File: config.mk
export PLATFORM = sky130hd
export DESIGN_NAME = fvn_div_cell
export DESIGN_NICKNAME = d
export VERILOG_FILES = /design/src/rtl/fvn_pkg.sv /design/src/rtl/fvn_div_cell.sv
export SDC_FILE = /design/constraint.sdc
export NUM_CORES = 1
export LEC_CHECK = 0
export ABC_AREA = 1
export BUFFER_PORTS_ARGS = -buffer_cell sky130_fd_sc_hd__buf_2
export CORE_ASPECT_RATIO = 0.6
export CORE_MARGIN = 3
export CORE_UTILIZATION = 42
export CTS_CLUSTER_DIAMETER = 100
export DETAILED_ROUTE_END_ITERATION = 8
export PLACE_DENSITY_LB_ADDON = 0.25
export SYNTH_ARGS = -nofsm -noshare
export SYNTH_HDL_FRONTEND = slang
export SYNTH_SLANG_ARGS = --single-unit
File: constraint.sdc
create_clock -name clock -period 1.4 [get_ports clock]
set_input_delay 0 -clock clock [delete_from_list [all_inputs] [get_ports clock]]
set_output_delay 0 -clock clock [all_outputs]
set_load 0.005 [all_outputs]
File: src/rtl/fvn_pkg.sv
`timescale 1ns / 1ps
package fvn_pkg;

   // Default build-time limit on summed octaves
   localparam int MAX_OCTAVES_DEF = 8;

   // Field widths
   localparam int COORD_W = 24;
   localparam int FREQ_W  = 24;
   localparam int OCT_W   = 4;
   localparam int SEED_W  = 8;
   localparam int NOISE_W = 16;
   localparam int POS_W   = 32;  // scaled position: 8 index bits, 24 fraction bits
   localparam int FRAC_W  = 16;
   localparam int CORNER_W = 24; // corner or blend value, Q8.16

   // Register indexes
   localparam logic [1:0] CSR_FREQUENCY = 2'd0;
   localparam logic [1:0] CSR_OCTAVES   = 2'd1;
   localparam logic [1:0] CSR_SEED      = 2'd2;

   // Reset values
   localparam logic [FREQ_W-1:0] FREQ_RESET   = 24'd65536;
   localparam logic [OCT_W-1:0]  OCT_RESET    = 4'd4;
   localparam logic [SEED_W-1:0] SEED_RESET   = 8'd20;

   // Smoothstep constant, 3.0 in Q2.16
   localparam logic [17:0] THREE_Q16 = 18'd196608;

   // Lattice hash table
   localparam logic [7:0] PERM_TAB [256] = '{
      8'd208,8'd34,8'd231,8'd213,8'd32,8'd248,8'd233,8'd56,8'd161,8'd78,8'd24,8'd140,
      8'd71,8'd48,8'd140,8'd254,8'd245,8'd255,8'd247,8'd247,8'd40,8'd185,8'd248,8'd251,
      8'd245,8'd28,8'd124,8'd204,8'd204,8'd76,8'd36,8'd1,8'd107,8'd28,8'd234,8'd163,
      8'd202,8'd224,8'd245,8'd128,8'd167,8'd204,8'd9,8'd92,8'd217,8'd54,8'd239,8'd174,
      8'd173,8'd102,8'd193,8'd189,8'd190,8'd121,8'd100,8'd108,8'd167,8'd44,8'd43,8'd77,
      8'd180,8'd204,8'd8,8'd81,8'd70,8'd223,8'd11,8'd38,8'd24,8'd254,8'd210,8'd210,
      8'd177,8'd32,8'd81,8'd195,8'd243,8'd125,8'd8,8'd169,8'd112,8'd32,8'd97,8'd53,
      8'd195,8'd13,8'd203,8'd9,8'd47,8'd104,8'd125,8'd117,8'd114,8'd124,8'd165,8'd203,
      8'd181,8'd235,8'd193,8'd206,8'd70,8'd180,8'd174,8'd0,8'd167,8'd181,8'd41,8'd164,
      8'd30,8'd116,8'd127,8'd198,8'd245,8'd146,8'd87,8'd224,8'd149,8'd206,8'd57,8'd4,
      8'd192,8'd210,8'd65,8'd210,8'd129,8'd240,8'd178,8'd105,8'd228,8'd108,8'd245,8'd148,
      8'd140,8'd40,8'd35,8'd195,8'd38,8'd58,8'd65,8'd207,8'd215,8'd253,8'd65,8'd85,
      8'd208,8'd76,8'd62,8'd3,8'd237,8'd55,8'd89,8'd232,8'd50,8'd217,8'd64,8'd244,
      8'd157,8'd199,8'd121,8'd252,8'd90,8'd17,8'd212,8'd203,8'd149,8'd152,8'd140,8'd187,
      8'd234,8'd177,8'd73,8'd174,8'd193,8'd100,8'd192,8'd143,8'd97,8'd53,8'd145,8'd135,
      8'd19,8'd103,8'd13,8'd90,8'd135,8'd151,8'd199,8'd91,8'd239,8'd247,8'd33,8'd39,
      8'd145,8'd101,8'd120,8'd99,8'd3,8'd186,8'd86,8'd99,8'd41,8'd237,8'd203,8'd111,
      8'd79,8'd220,8'd135,8'd158,8'd42,8'd30,8'd154,8'd120,8'd67,8'd87,8'd167,8'd135,
      8'd176,8'd183,8'd191,8'd253,8'd115,8'd184,8'd21,8'd233,8'd58,8'd129,8'd233,8'd142,
      8'd39,8'd128,8'd211,8'd118,8'd137,8'd139,8'd255,8'd114,8'd20,8'd218,8'd113,8'd154,
      8'd27,8'd127,8'd246,8'd250,8'd1,8'd8,8'd198,8'd250,8'd209,8'd92,8'd222,8'd173,
      8'd21,8'd88,8'd102,8'd219
   };

endpackage

File: src/rtl/fvn_div_cell.sv
`timescale 1ns / 1ps
module fvn_div_cell
   import fvn_pkg::*;
#(
   parameter int MAX_OCTAVES = MAX_OCTAVES_DEF
) (
   input  logic                   clock,
   input  logic                   reset,
   input  logic                   en,
   input  logic [MAX_OCTAVES-1:0] divisor,
   input  logic                   in_valid,
   input  logic [MAX_OCTAVES-1:0] in_rem,
   input  logic [NOISE_W-1:0]     in_low,
   output logic                   out_valid,
   output logic [MAX_OCTAVES-1:0] out_rem,
   output logic [NOISE_W-1:0]     out_low
);

   logic                   v_ff;
   logic [MAX_OCTAVES-1:0] rem_ff, rem_in;
   logic [NOISE_W-1:0]     low_ff, low_in;
   logic [MAX_OCTAVES:0]   trial, diff;
   logic                   ge;

   // one restoring step: next dividend bit in, quotient bit out
   always_comb begin
      trial  = {in_rem, in_low[NOISE_W-1]};
      diff   = trial - {1'b0, divisor};
      ge     = (trial >= {1'b0, divisor});
      rem_in = ge ? diff[MAX_OCTAVES-1:0] : trial[MAX_OCTAVES-1:0];
      low_in = {in_low[NOISE_W-2:0], ge};
   end

   always_ff @(posedge clock) begin
      if (reset) begin
         v_ff <= 1'b0;
      end else if (en) begin
         v_ff <= in_valid;
      end
   end

   always_ff @(posedge clock) begin
      if (en) begin
         rem_ff <= rem_in;
         low_ff <= low_in;
      end
   end

   assign out_valid = v_ff;
   assign out_rem   = rem_ff;
   assign out_low   = low_ff;

endmodule

==> flow_metrics.env <==
export IMPL_nFillCells=227
export IMPL_n_antenna_cell=0
export IMPL_fmax_mhz=778.2
export IMPL_syn_inst=134
export IMPL_slew_viol_final=0
export IMPL_io_buffers=60
export IMPL_gp_congestion=0.8588
export IMPL_clkTransAtPathRegs_ns=0.09
export IMPL_vias=1244
export IMPL_route_detailed_drc=0
export IMPL_numCtsBuffers=3
export IMPL_grt_pass1_vias=1182
export IMPL_area_growth_pct=47.28
export IMPL_hold_class="in2reg"
export IMPL_synth_cell_types=23
export IMPL_seq_area_sq_um=740.7
export IMPL_setup_tns_ns=0
export IMPL_ys_ff_latch=25
export IMPL_grt_max_degree=26
export IMPL_ant_nets=0
export IMPL_vdd_ir_drop_max_mv=0.4764
export IMPL_critPathArrivalTime_ns=1.31
export IMPL_finish_utilization_pct=68.49
export IMPL_skew_ns=0
export IMPL_cts_num_sinks=25
export IMPL_p_per_area_mw_per_mm2=906.5
export IMPL_fin_cells=268
export IMPL_hold_violations=0
export IMPL_cp_data_required_time_ns=1.43
export IMPL_worst_slack_ns=0.1150
export IMPL_status="completed"
export IMPL_maxCapViolCount=0
export IMPL_leakage_nw=1.030
export IMPL_layout_drive_gt1_share_pct=42.92
export IMPL_timing_final_crit_share_pct=91.78
export IMPL_grt_pass1_wl_mm=5.623
export IMPL_grt_overflow=0
export IMPL_crit_fanout=9
export IMPL_ys_seq_area_share_pct=52.72
export IMPL_antenna_found_initial=0
export IMPL_start_kind="input port"
export IMPL_slew_headroom_pct=62.73
export IMPL_fp_dieW_microns=80.67
export IMPL_placedCellCount=247
export IMPL_rsz0062_at_grt="false"
export IMPL_firstDrtPassIters=4
export IMPL_die_area_sq_mm=0.004098
export IMPL_nNetsFinal=272
export IMPL_drt_initial_drc_count=82
export IMPL_clk_latency_ns=0.27
export IMPL_worst_pin_slew_ns=0.5590
export IMPL_initial_core_util_pct=46.50
export IMPL_synth_edf_count=24
export IMPL_end_kind="register"
export IMPL_die_h_microns=50.81
export IMPL_synth_top_area_cell="edfxtp_1"
export IMPL_cts_tree="yes"
export IMPL_place_hpwl_mm=2.650
export IMPL_multi_input_area_sq_um=578.1
export IMPL_synth_area_top_cells="edfxtp_1 (51%), nand2_1 (7.7%), ha_1 (7.1%)"
export IMPL_h_tree_depth=1
export IMPL_finalSetupViolations=0
export IMPL_synth_flop_cell="edfxtp_1"
export IMPL_cts_setup_buffers=0
export IMPL_synth_top_area_share_pct=51.29
export IMPL_pre_cts_ws_ns=-0.1570
export IMPL_syn_area_sq_mm=0.001405
export IMPL_max_clock_path_buffers=2
export IMPL_coreArea_sq_mm=0.003022
export IMPL_totalWireLength_mm=3.712
export IMPL_yosysMostFrequentCell="nand2_1"
export IMPL_synthArstFlopShare_pct=0
export IMPL_syn_num_nets=179
export IMPL_track_usage_pct=18.98
export IMPL_synthTopCellsByCount="nand2_1 (29), edfxtp_1 (24), inv_1 (22)"
export IMPL_rows=15
export IMPL_cts_root_buf="clkbuf_8"
export IMPL_timing_worst_setup_path_type="in2reg"
export IMPL_syn_avg_cell_area_sq_um=10.49
export IMPL_ys_warn_count=0
export IMPL_wl_per_cell_microns=13.85
export IMPL_finalCriticalPeriod_ns=1.285
export IMPL_viasPerCell=4.642
export IMPL_io_pins=61
==> stage by stage <==
step	instance area [sq um]	total power, mW	hold WS [ns]
2_1_floorplan	1405	1.203	0.07238
3_3_place_gp	1853	1.412	0.1562
3_5_place_dp	1853	1.425	0.1641
4_1_cts	2069	1.869	0.06038
5_1_grt	2069	1.976	0.07133
6_report	2069	1.876	0.06210
==> state kept, by name, summed over array words and instances, names as in the netlist <==
register	count
out_valid	1
out_rem	8
out_low	16
==> cell families (layout without fill, tap and decap cells) <==
logic type      count (synthesis)  in the layout  share of synthesized area (%)
fa+ha+maj                       9              9                          8.549
simple gates                   71             71                          29.30
mux                             1              1                         0.7124
flops                          25             25                          52.72
xor+xnor                        3              3                          1.870
compound gates                  2              2                         0.7124
buf+inv                        23            115                          6.144
==> worst paths after layout <==
kind,to,cells past startpoint,slack (ns),startpoint
min,out_rem[0],3,0.06,in_low[15]
max reg2reg,out_valid,3,0.27,out_valid
min reg2reg,out_valid,3,1.04,out_valid
max,out_rem[7],11,0.12,divisor[6]
==> cell type report <==
cell class,instances,share of cell area (%)
multi-input cells,86,27.93
well taps,42,2.539
inverters,23,4.172
flip-flops and latches,25,35.79
clock inverters,1,0.2418
repair buffers,88,27.33
clock buffers,3,1.995
==> layout by cell type, fill, tap and decap left out <==
master,instances
nand2_4,1
nand2_1,29
buf_12,1
nor2_2,1
a21oi_1,2
dfxtp_1,1
or2_4,1
xor2_1,1
inv_1,22
clkinv_2,1
nand3_2,1
ha_1,8
clkbuf_8,3
nand2_8,2
nor3_4,1
nand2_2,12
buf_2,60
fa_1,1
nand3_4,1
nand3_1,14
buf_4,10
nor2_4,2
nand4_1,1
mux2i_1,1
nor2_1,5
xnor2_1,2
clkinv_1,1
dlygate4sd3_1,17
edfxtp_1,24
==> power breakdown <==
part           switching [mW]  internal [mW]
Combinational           0.274          0.248
Clock                   0.223          0.199
Sequential             0.0218          0.910
Total                   0.519           1.36
==> routing by layer <==
layer | track usage (%) | routed length (microns) | vias up
met5 | 0 | 0 | -
met3 | 4.659 | 356 | 4
met1 | 25.08 | 1576 | 550
li1 | - | - | 621
met4 | 5.618 | 46 | 0
met2 | 30.91 | 1732 | 69
==> critical path: stages <==
cell and delay [ns]:
buf_2 0.07, inv_1 0.03, ha_1 0.34, nand2_1 0.08
nand2_1 0.08, nand2_1 0.08, nand2_2 0.06, nor2_4 0.29
nand2_8 0.14, nand2_2 0.10, nand2_2 0.04
==> repair_timing <==
action                    4_1_cts  5_1_grt
hold endpoints to repair       16        0
hold buffers                   17        0
resized for setup               0        0
No activity file was read; power rests on OpenSTA's default activity.
